`src/hw/rtl/pos3_pkg.sv`:
```
// Package with the constants, types and helper functions of the Poseidon width-3 block.
`timescale 1ns / 1ps

package pos3_pkg;

	localparam int ROUNDS = 30;
	localparam int FULL_ROUNDS_EACH_END = 4;
	localparam int WORD_BITS = 22;
	localparam int RC_DEPTH = ROUNDS * 3;
	localparam int RC_AW = 7;
	localparam int CNT_W = 5;

	typedef logic [WORD_BITS-1:0] word_t;

	// Configuration register indexes.
	typedef enum logic [2:0] {
		REG_MODULUS   = 3'd0,
		REG_INV_THREE = 3'd1,
		REG_INV_FOUR  = 3'd2,
		REG_INV_FIVE  = 3'd3,
		REG_INV_SIX   = 3'd4,
		REG_INV_SEVEN = 3'd5
	} reg_idx_t;

	// Input item kinds carried in tuser.
	localparam logic ACT_WRITE = 1'b0;
	localparam logic ACT_PERMUTE = 1'b1;

	typedef enum logic [2:0] {
		ST_IDLE,
		ST_PREP,
		ST_RC_RD,
		ST_RC_RED,
		ST_SBOX,
		ST_MDS,
		ST_OUT
	} state_t;

	// Modular addition of two words that are both below q.
	function automatic word_t add_mod(input word_t a, input word_t b, input word_t q);
		logic [WORD_BITS:0] sum;
		sum = {1'b0, a} + {1'b0, b};
		if (sum >= {1'b0, q}) begin
			sum = sum - {1'b0, q};
		end
		return sum[WORD_BITS-1:0];
	endfunction

	// One step of the interleaved multiply: doubles the accumulator, adds b when the bit
	// is set and brings the sum back below q with at most two subtractions.
	function automatic word_t mul_step(input word_t acc, input logic bit_in, input word_t b,
			input word_t q);
		logic [WORD_BITS+1:0] t;
		logic [WORD_BITS+1:0] qx;
		qx = {2'b00, q};
		t = {1'b0, acc, 1'b0} + (bit_in ? {2'b00, b} : '0);
		if (t >= qx) begin
			t = t - qx;
		end
		if (t >= qx) begin
			t = t - qx;
		end
		return t[WORD_BITS-1:0];
	endfunction

endpackage

```
`src/hw/rtl/poseidon_permutation_width3.sv`:
```
// Top level of the Poseidon width-3 permutation with one shared modular multiplier.
`timescale 1ns / 1ps

//  Channel   Direction  Moves
//  s_*       in         constant write or permute item (tuser selects)
//  m_*       out        permuted three-word state
//  APB       in/out     modulus and the five MDS inverses
//
// After a constant write the input stays ready for the next item. A permute runs 506
// modular multiplications one after another through the bit-serial multiplier, each of
// 22 steps. Reset clears control state, sets the modulus to 3 and the inverses to 1;
// the constant table is undefined until written.
// The input stays not ready from a permute transfer until its result transfer completes.
module poseidon_permutation_width3 (
	input  logic        clk,
	input  logic        arst_n,
	input  logic        s_tvalid,
	output logic        s_tready,
	// const_index[6:0], const_value[28:7], word_zero[50:29], word_one[72:51],
	// word_two[94:73], zero fill[95]
	input  logic [95:0] s_tdata,
	// action[0]
	input  logic [0:0]  s_tuser,
	output logic        m_tvalid,
	input  logic        m_tready,
	// out_zero[21:0], out_one[43:22], out_two[65:44], zero fill[71:66]
	output logic [71:0] m_tdata,
	input  logic        psel,
	input  logic        penable,
	input  logic        pwrite,
	input  logic [4:0]  paddr,
	input  logic [31:0] pwdata,
	output logic [31:0] prdata,
	output logic        pready
);

	localparam int WB = pos3_pkg::WORD_BITS;

	pos3_pkg::word_t modulus_q, inv_q [5];
	pos3_pkg::word_t q_eff, one_w;

	pos3_pkg::state_t state_q, state_d;
	logic ph_q;
	logic [2:0] k_q;
	logic [pos3_pkg::CNT_W-1:0] r_q;
	logic [1:0] i_q, j_q, step_q;
	pos3_pkg::word_t s_q [3];
	pos3_pkg::word_t t_q [3];
	pos3_pkg::word_t m_q [5];
	pos3_pkg::word_t tmp_q, acc_q, rc_q;
	pos3_pkg::word_t rc_mem [pos3_pkg::RC_DEPTH];

	// Shared multiplier state.
	pos3_pkg::word_t ma_q, mb_q, macc_q;
	logic [pos3_pkg::CNT_W-1:0] mcnt_q;
	logic mbusy_q, mdone_q;
	logic mul_start;
	pos3_pkg::word_t mul_a, mul_b;

	logic s_xfer, is_full, last_round;
	logic [pos3_pkg::RC_AW-1:0] wr_idx, rd_addr;
	logic [2:0] mds_sel;
	pos3_pkg::word_t add_res;

	assign pready = 1'b1;
	assign q_eff = (modulus_q == '0) ? pos3_pkg::word_t'(1) : modulus_q;
	assign one_w = (q_eff == pos3_pkg::word_t'(1)) ? '0 : pos3_pkg::word_t'(1);

	// Configuration writes and reads.
	always_ff @(posedge clk or negedge arst_n) begin
		if (!arst_n) begin
			modulus_q <= pos3_pkg::word_t'(3);
			for (int n = 0; n < 5; n++) begin
				inv_q[n] <= pos3_pkg::word_t'(1);
			end
		end else if (psel && penable && pwrite) begin
			unique case (paddr[4:2])
				pos3_pkg::REG_MODULUS:   modulus_q <= pwdata[WB-1:0];
				pos3_pkg::REG_INV_THREE: inv_q[0] <= pwdata[WB-1:0];
				pos3_pkg::REG_INV_FOUR:  inv_q[1] <= pwdata[WB-1:0];
				pos3_pkg::REG_INV_FIVE:  inv_q[2] <= pwdata[WB-1:0];
				pos3_pkg::REG_INV_SIX:   inv_q[3] <= pwdata[WB-1:0];
				pos3_pkg::REG_INV_SEVEN: inv_q[4] <= pwdata[WB-1:0];
				default: ;
			endcase
		end
	end

	always_comb begin
		prdata = '0;
		unique case (paddr[4:2])
			pos3_pkg::REG_MODULUS:   prdata[WB-1:0] = modulus_q;
			pos3_pkg::REG_INV_THREE: prdata[WB-1:0] = inv_q[0];
			pos3_pkg::REG_INV_FOUR:  prdata[WB-1:0] = inv_q[1];
			pos3_pkg::REG_INV_FIVE:  prdata[WB-1:0] = inv_q[2];
			pos3_pkg::REG_INV_SIX:   prdata[WB-1:0] = inv_q[3];
			pos3_pkg::REG_INV_SEVEN: prdata[WB-1:0] = inv_q[4];
			default: prdata = '0;
		endcase
	end

	assign s_tready = (state_q == pos3_pkg::ST_IDLE);
	assign s_xfer = s_tvalid && s_tready;
	assign wr_idx = s_tdata[6:0];
	assign rd_addr = pos3_pkg::RC_AW'({r_q, 1'b0}) + pos3_pkg::RC_AW'(r_q)
		+ pos3_pkg::RC_AW'(i_q);
	assign is_full = (r_q < pos3_pkg::CNT_W'(pos3_pkg::FULL_ROUNDS_EACH_END))
		|| (r_q >= pos3_pkg::CNT_W'(pos3_pkg::ROUNDS - pos3_pkg::FULL_ROUNDS_EACH_END));
	assign last_round = (r_q == pos3_pkg::CNT_W'(pos3_pkg::ROUNDS - 1));
	assign mds_sel = {1'b0, i_q} + {1'b0, j_q};

	// Round-constant table: written by write items, read into rc_q in the state before its use.
	always_ff @(posedge clk) begin
		if (s_xfer && s_tuser[0] == pos3_pkg::ACT_WRITE
				&& wr_idx < pos3_pkg::RC_AW'(pos3_pkg::RC_DEPTH)) begin
			rc_mem[wr_idx] <= s_tdata[28:7];
		end
		if (state_q == pos3_pkg::ST_RC_RD) begin
			rc_q <= rc_mem[rd_addr];
		end
	end

	// Next state and multiplier operand selection.
	always_comb begin
		state_d = state_q;
		mul_start = 1'b0;
		mul_a = '0;
		mul_b = one_w;
		unique case (state_q)
			pos3_pkg::ST_IDLE: begin
				if (s_xfer && s_tuser[0] == pos3_pkg::ACT_PERMUTE) begin
					state_d = pos3_pkg::ST_PREP;
				end
			end
			pos3_pkg::ST_PREP: begin
				mul_start = !ph_q;
				mul_a = (k_q < 3'd5) ? inv_q[k_q] : s_q[2'(k_q - 3'd5)];
				if (ph_q && mdone_q && k_q == 3'd7) begin
					state_d = pos3_pkg::ST_RC_RD;
				end
			end
			pos3_pkg::ST_RC_RD: state_d = pos3_pkg::ST_RC_RED;
			pos3_pkg::ST_RC_RED: begin
				mul_start = !ph_q;
				mul_a = rc_q;
				if (ph_q && mdone_q) begin
					state_d = (i_q == 2'd2) ? pos3_pkg::ST_SBOX : pos3_pkg::ST_RC_RD;
				end
			end
			pos3_pkg::ST_SBOX: begin
				mul_start = !ph_q;
				mul_a = (step_q == 2'd0) ? s_q[i_q] : tmp_q;
				mul_b = (step_q == 2'd1) ? tmp_q : s_q[i_q];
				if (ph_q && mdone_q && step_q == 2'd2 && !(is_full && i_q != 2'd2)) begin
					state_d = pos3_pkg::ST_MDS;
				end
			end
			pos3_pkg::ST_MDS: begin
				mul_start = !ph_q;
				mul_a = m_q[mds_sel];
				mul_b = s_q[j_q];
				if (ph_q && mdone_q && i_q == 2'd2 && j_q == 2'd2) begin
					state_d = last_round ? pos3_pkg::ST_OUT : pos3_pkg::ST_RC_RD;
				end
			end
			pos3_pkg::ST_OUT: begin
				if (m_tready) begin
					state_d = pos3_pkg::ST_IDLE;
				end
			end
			default: state_d = pos3_pkg::ST_IDLE;
		endcase
	end

	always_ff @(posedge clk or negedge arst_n) begin
		if (!arst_n) begin
			state_q <= pos3_pkg::ST_IDLE;
		end else begin
			state_q <= state_d;
		end
	end

	// Bit-serial modular multiplier shared by every product of the permutation.
	always_ff @(posedge clk or negedge arst_n) begin
		if (!arst_n) begin
			mbusy_q <= 1'b0;
			mdone_q <= 1'b0;
			mcnt_q <= '0;
		end else begin
			mdone_q <= 1'b0;
			if (mul_start) begin
				mbusy_q <= 1'b1;
				mcnt_q <= '0;
			end else if (mbusy_q) begin
				mcnt_q <= mcnt_q + 1'b1;
				if (mcnt_q == pos3_pkg::CNT_W'(WB - 1)) begin
					mbusy_q <= 1'b0;
					mdone_q <= 1'b1;
				end
			end
		end
	end

	always_ff @(posedge clk) begin
		if (mul_start) begin
			ma_q <= mul_a;
			mb_q <= mul_b;
			macc_q <= '0;
		end else if (mbusy_q) begin
			macc_q <= pos3_pkg::mul_step(macc_q, ma_q[WB-1], mb_q, q_eff);
			ma_q <= {ma_q[WB-2:0], 1'b0};
		end
	end

	// Sequencer counters and phase.
	always_ff @(posedge clk or negedge arst_n) begin
		if (!arst_n) begin
			ph_q <= 1'b0;
			k_q <= '0;
			r_q <= '0;
			i_q <= '0;
			j_q <= '0;
			step_q <= '0;
		end else begin
			if (mul_start) begin
				ph_q <= 1'b1;
			end else if (mdone_q) begin
				ph_q <= 1'b0;
			end
			if (state_q == pos3_pkg::ST_IDLE) begin
				k_q <= '0;
				r_q <= '0;
				i_q <= '0;
				j_q <= '0;
				step_q <= '0;
			end else if (ph_q && mdone_q) begin
				unique case (state_q)
					pos3_pkg::ST_PREP: k_q <= k_q + 1'b1;
					pos3_pkg::ST_RC_RED: i_q <= (i_q == 2'd2) ? 2'd0 : i_q + 1'b1;
					pos3_pkg::ST_SBOX: begin
						if (step_q == 2'd2) begin
							step_q <= '0;
							i_q <= (is_full && i_q != 2'd2) ? i_q + 1'b1 : 2'd0;
						end else begin
							step_q <= step_q + 1'b1;
						end
					end
					pos3_pkg::ST_MDS: begin
						if (j_q == 2'd2) begin
							j_q <= '0;
							if (i_q == 2'd2) begin
								i_q <= '0;
								r_q <= r_q + 1'b1;
							end else begin
								i_q <= i_q + 1'b1;
							end
						end else begin
							j_q <= j_q + 1'b1;
						end
					end
					default: ;
				endcase
			end
		end
	end

	assign add_res = pos3_pkg::add_mod((state_q == pos3_pkg::ST_MDS) ? acc_q : s_q[i_q],
		macc_q, q_eff);

	// State words, reduced constants and the MDS accumulator.
	always_ff @(posedge clk) begin
		if (s_xfer && s_tuser[0] == pos3_pkg::ACT_PERMUTE) begin
			s_q[0] <= s_tdata[50:29];
			s_q[1] <= s_tdata[72:51];
			s_q[2] <= s_tdata[94:73];
		end else if (ph_q && mdone_q) begin
			unique case (state_q)
				pos3_pkg::ST_PREP: begin
					if (k_q < 3'd5) begin
						m_q[k_q] <= macc_q;
					end else begin
						s_q[2'(k_q - 3'd5)] <= macc_q;
					end
				end
				pos3_pkg::ST_RC_RED: s_q[i_q] <= add_res;
				pos3_pkg::ST_SBOX: begin
					if (step_q == 2'd2) begin
						s_q[i_q] <= macc_q;
					end else begin
						tmp_q <= macc_q;
					end
				end
				pos3_pkg::ST_MDS: begin
					if (j_q == 2'd2) begin
						acc_q <= '0;
						if (i_q == 2'd2) begin
							s_q[0] <= t_q[0];
							s_q[1] <= t_q[1];
							s_q[2] <= add_res;
						end else begin
							t_q[i_q] <= add_res;
						end
					end else begin
						acc_q <= add_res;
					end
				end
				default: ;
			endcase
		end else if (state_q == pos3_pkg::ST_RC_RD && r_q == '0 && i_q == '0) begin
			acc_q <= '0;
		end
	end

	assign m_tvalid = (state_q == pos3_pkg::ST_OUT);
	assign m_tdata = {6'b0, s_q[2], s_q[1], s_q[0]};

	// The multiplier runs only for the compute states.
	a_mul_in_compute: assert property (@(posedge clk) disable iff (!arst_n)
		mbusy_q |-> (state_q == pos3_pkg::ST_PREP || state_q == pos3_pkg::ST_RC_RED
			|| state_q == pos3_pkg::ST_SBOX || state_q == pos3_pkg::ST_MDS))
		else $error("multiplier busy outside a compute state");

	// No start is issued while a product is still being formed.
	a_no_overlap: assert property (@(posedge clk) disable iff (!arst_n)
		mul_start |-> !mbusy_q && !mdone_q)
		else $error("multiplier restarted while busy");

	// Input and output are never both open.
	a_ready_excl: assert property (@(posedge clk) disable iff (!arst_n)
		!(s_tready && m_tvalid))
		else $error("input ready while a result waits");

	// A completed result transfer returns the block to idle.
	a_out_done: assert property (@(posedge clk) disable iff (!arst_n)
		m_tvalid && m_tready |=> s_tready)
		else $error("block not idle after result transfer");

endmodule
```
`config.mk`:
```
export PLATFORM = sky130hd
export DESIGN_NAME = poseidon_permutation_width3
export DESIGN_NICKNAME = d
export VERILOG_FILES = /design/src/hw/rtl/pos3_pkg.sv /design/src/hw/rtl/poseidon_permutation_width3.sv
export SDC_FILE = /design/constraint.sdc
export NUM_CORES = 2
export LEC_CHECK = 0
export BUFFER_PORTS_ARGS = -buffer_cell sky130_fd_sc_hd__buf_2
export CELL_PAD_IN_SITES_DETAIL_PLACEMENT = 1
export CELL_PAD_IN_SITES_GLOBAL_PLACEMENT = 2
export CORE_MARGIN = 5
export CORE_UTILIZATION = 50
export CTS_BUF_LIST = sky130_fd_sc_hd__clkbuf_4 sky130_fd_sc_hd__clkbuf_8
export DETAILED_ROUTE_END_ITERATION = 10
export PLACE_DENSITY = 0.89
export SLEW_MARGIN = 20
export SYNTH_ARGS = -nofsm -noshare
export SYNTH_HDL_FRONTEND = slang
export SYNTH_SLANG_ARGS = --single-unit
```
`constraint.sdc`:
```
create_clock -name clk -period 9.7 [get_ports clk]
set_input_delay 1.94 -clock clk [delete_from_list [all_inputs] [get_ports clk]]
set_output_delay 1.94 -clock clk [all_outputs]
set_load 0.005 [all_outputs]
```
==> key figures <==
Logic synthesis
  – Synthesis-stage register bit count: between 2000 and 3000
  – Top post-synthesis cells by area: edfxtp_1 65%, mux4_2 14%, dfrtp_1 3.5%
  – Yosys top cell by area: edfxtp_1
  – Sequential fraction of the synthesis area: 0.6907
  – Synthesis warning total: 0
  – Mean Syn Cell Area: around 18 sq um
  – Main combinational cell family by area after synthesis: multiplexers
  – Synth top area share: 0.6500
  – Post-synthesis cell count: 6058
  – Share of flip-flops with an asynchronous set or reset: 0.06252
  – Mux share of post-synthesis cell area: 0.1724
  – Number of library cell types mapped by synthesis: 94
  – Main synth FF type: edfxtp_1
  – Synth Area in XOR/XNOR: 0.007073
  – Post-synthesis compound-gate area fraction: 0.05425
  – Post-synth EDFFs: between 2000 and 2500
  – Adder-Cell Fraction of Synth Area: 0.01717
  – Cell area after synthesis: roughly 0.11 sq mm
  – Simple-gate area share of the yosys netlist: 0.04101

Final layout
  – Cell Count, Final, Fillers Out: approximately 10000
  – Nets: approximately 6900
  – Layout cells sized above 1: 0.2991
  – Post-Route Utilization: 0.5651
  – Area delta synth->final: 12.48%

Clock tree
  – Clock Tree Buf Depth: 4
  – Setup Buffers After CTS: 0
  – CTS Hold Bufs: 0
  – CTS tree: done
  – Root Buffer: clkbuf_8
  – PostCTS Resize Cnt: 0
  – Clk_lat worst skew: ~1.1 ns
  – H-tree Lvls: 5
  – CTS clock-pin slew for the worst setup and hold paths: 0.07 ns
  – Sinks on Clock Net: roughly 2500
  – Number of CTS-inserted buffers: roughly 410

Placement
  – Final GP Congestion: around 0.93
  – IO buf count: approximately 220
  – Dpl ws: around 1.2 ns
  – Post-Place Cells: 9000
  – HPWL Detailed: 195700 um

GRT
  – Vias in the first global route: ~67000
  – Number of antenna violations at the first check in global routing: 20
  – First-pass GRT wire length: around 490000 um
  – Gr usage total: 0.3001
  – Congestion Overflow GR: 0
  – Largest net degree at the start of global routing: approximately 120

STA
  – Relative slew slack: 0.1282
  – Setup_tns: 0 ns
  – Tcrit/Tclk final: 0.8869
  – RSZ-0062 raised after global routing: no
  – Final hold vios: 0
  – Final Max Slew Viols: 0
  – Final-report setup violation count: 0
  – Slew @ Worst Pin: between 1 and 1.5 ns
  – FMAX: ~120 MHz
  – Minimum clock period: ~8.6 ns
  – Final worst clock skew: ~0.09 ns
  – Worst setup margin: 1.097 ns

Setup path
  – CP max-delay cell: a21oi_1
  – Worst setup SP type: register
  – CP Buf/Inv Count: 3
  – CP max stage delay: ~0.51 ns
  – Crit path DAT: roughly 9.5 ns
  – CP most frequent cell: a21oi_1
  – Crit path max-delay family: compound AO/OA/AOI/OAI gates
  – Worst-path fanout max: 12
  – Critical path class: register to register
  – CP Capture Type: register
  – WP data required: ~11 ns

Die
  – Row count: between 150 and 200
  – Core Region: around 0.21 sq mm
  – Die H: ~470 um
  – Full die area: about 0.22 sq mm
  – IO Count: around 250
  – Effective utilization at floorplan: 0.5024
  – Die X: between 400 and 500 um

Routing
  – 1st-iter DRT viols: a little over 8000
  – DR WL/cell: 34.89 um
  – Routed Antenna Nets: 0
  – Post-route DRC: 0
  – Vias: 64001
  – Detail-routed via count per cell: between 6 and 7
  – Post-Route WL: 340100 um
  – First-pass DRT Iterations: 6

Min path
  – Hold crit path type: register to register

Run
  – MaxCap Viol Count: 0

Status
  – Status: finished clean

Power
  – Power per cell area: 185.0 mW/mm^2
  – Leak Pwr: approximately 40 nW
  – VDD IR-drop max: 190.9 uV
flip-flops by register name, indices dropped and copies added (netlist names), 22 cells and up:
signal and count:
acc_q 22, t_q 44, macc_q 22, s_q 88, inv_q 110, m_q 110
ma_q 22, tmp_q 22, mb_q 22, rc_q 22, modulus_q 22, rc_mem 1980
layer usage:
metal  global-route usage  wire, um
met4               0.1655     21630
met3              0.06166     30700
met5                    0        94
met1               0.3756    120000
met2               0.4933    167800
worst reg2reg max path, delay by kind of cell, from the launching register on:
kind / cells / cell delay [ns]
muxes: 1 / 0.40
adders and majority gates: 4 / 1.37
DFF: 1 / 0.33
buffers and inverters: 3 / 0.59
and+or+nand+nor: 7 / 1.76
AOI/OAI and AO/OA: 16 / 3.88
xor gates and xnor gates: 1 / 0.22
metrics by stage:
step | area (sq um) | hold WS, ns | power [mW]
4_1_cts | 121100 | 0.4621 | 22.52
3_3_place_gp | 113300 | 0.5089 | 13.36
6_report | 121200 | 0.4670 | 22.42
2_1_floorplan | 107800 | 0.4486 | 12.86
5_1_grt | 121100 | 0.4872 | 23.22
3_5_place_dp | 113300 | 0.5179 | 13.42
power by group:
group	switching, mW	internal, mW
registers	0.105	12.0
logic	0.766	0.363
clock network	4.41	4.80
final cells by class:
class                   count  area [sq um]
fillers                 19404         93230
clock inverters           194          1195
well taps                2838          3551
flip-flops and latches   2511         74410
clock buffers             530          6613
repair buffers            444          2935
multi-input cells        3095         31980
inverters                 113         424.2
diodes                     23         57.56
path summary, 6_finish.rpt:
kind                                       start                endpoint  slack [ns]  cells past startpoint
setup / recovery              ma_q[21]$_DFFE_PP_  macc_q[8]$_SDFFE_PP0P_        1.10                     32
hold / removal             mcnt_q[3]$_DFFE_PN0P_       mdone_q$_DFF_PN0_        0.47                      1
setup reg to reg              ma_q[21]$_DFFE_PP_  macc_q[8]$_SDFFE_PP0P_        1.10                     32
hold reg to reg            mcnt_q[3]$_DFFE_PN0P_       mdone_q$_DFF_PN0_        0.47                      1
max in group asynchronous                 arst_n      k_q[0]$_DFFE_PN0P_        7.11                      2
min in group asynchronous                 arst_n   inv_q[32]$_DFFE_PN0P_        1.02                      1
cells in the final DEF, fill, tap and decap left out, types with 22 or more instances in the layout:
cell type	Yosys	final
a211oi_1	114	114
a21o_1	38	38
a21oi_1	181	180
a221oi_1	42	42
a22oi_1	69	69
a31oi_1	30	28
and2_1	31	29
buf_2	17	217
buf_4	20	214
clkbuf_4	0	109
clkbuf_8	0	421
clkinv_1	2	122
clkinv_2	0	51
dfrtp_1	150	147
dfxtp_1	22	22
diode_2	0	23
edfxtp_1	2332	2332
ha_1	135	133
inv_1	111	110
mux2_2	158	158
mux2i_1	146	145
mux4_2	680	680
nand2_1	400	397
nand2b_1	30	30
nand3_1	74	74
nor2_1	280	183
nor2_2	0	91
nor2b_1	37	37
nor3_1	46	38
o211ai_1	31	31
o21a_1	23	23
o21ai_0	188	187
o221ai_1	25	25
xnor2_1	54	52
xor2_1	33	32
synth_stat cells (all sizes together), types with 74 or more instances:
library cell / number
a211oi: 115
a21oi: 183
buf: 93
clkbuf: 261
dfrtp: 150
edfxtp: 2332
ha: 135
inv: 111
mux2: 159
mux2i: 146
mux4: 680
nand2: 400
nand3: 74
nor2: 281
o21ai: 194
kinds of logic (layout without fill, tap and decap cells):
family                     Yosys count  count (layout)
AOI/OAI and AO/OA                  870             870
other                                2              40
and+or+nand+nor                    993             993
muxes                              985             985
xor gates and xnor gates            87              87
DFF                               2511            2511
adders and majority gates          143             143
buffers and inverters              467            1281
(Power assumes the default switching activity.)
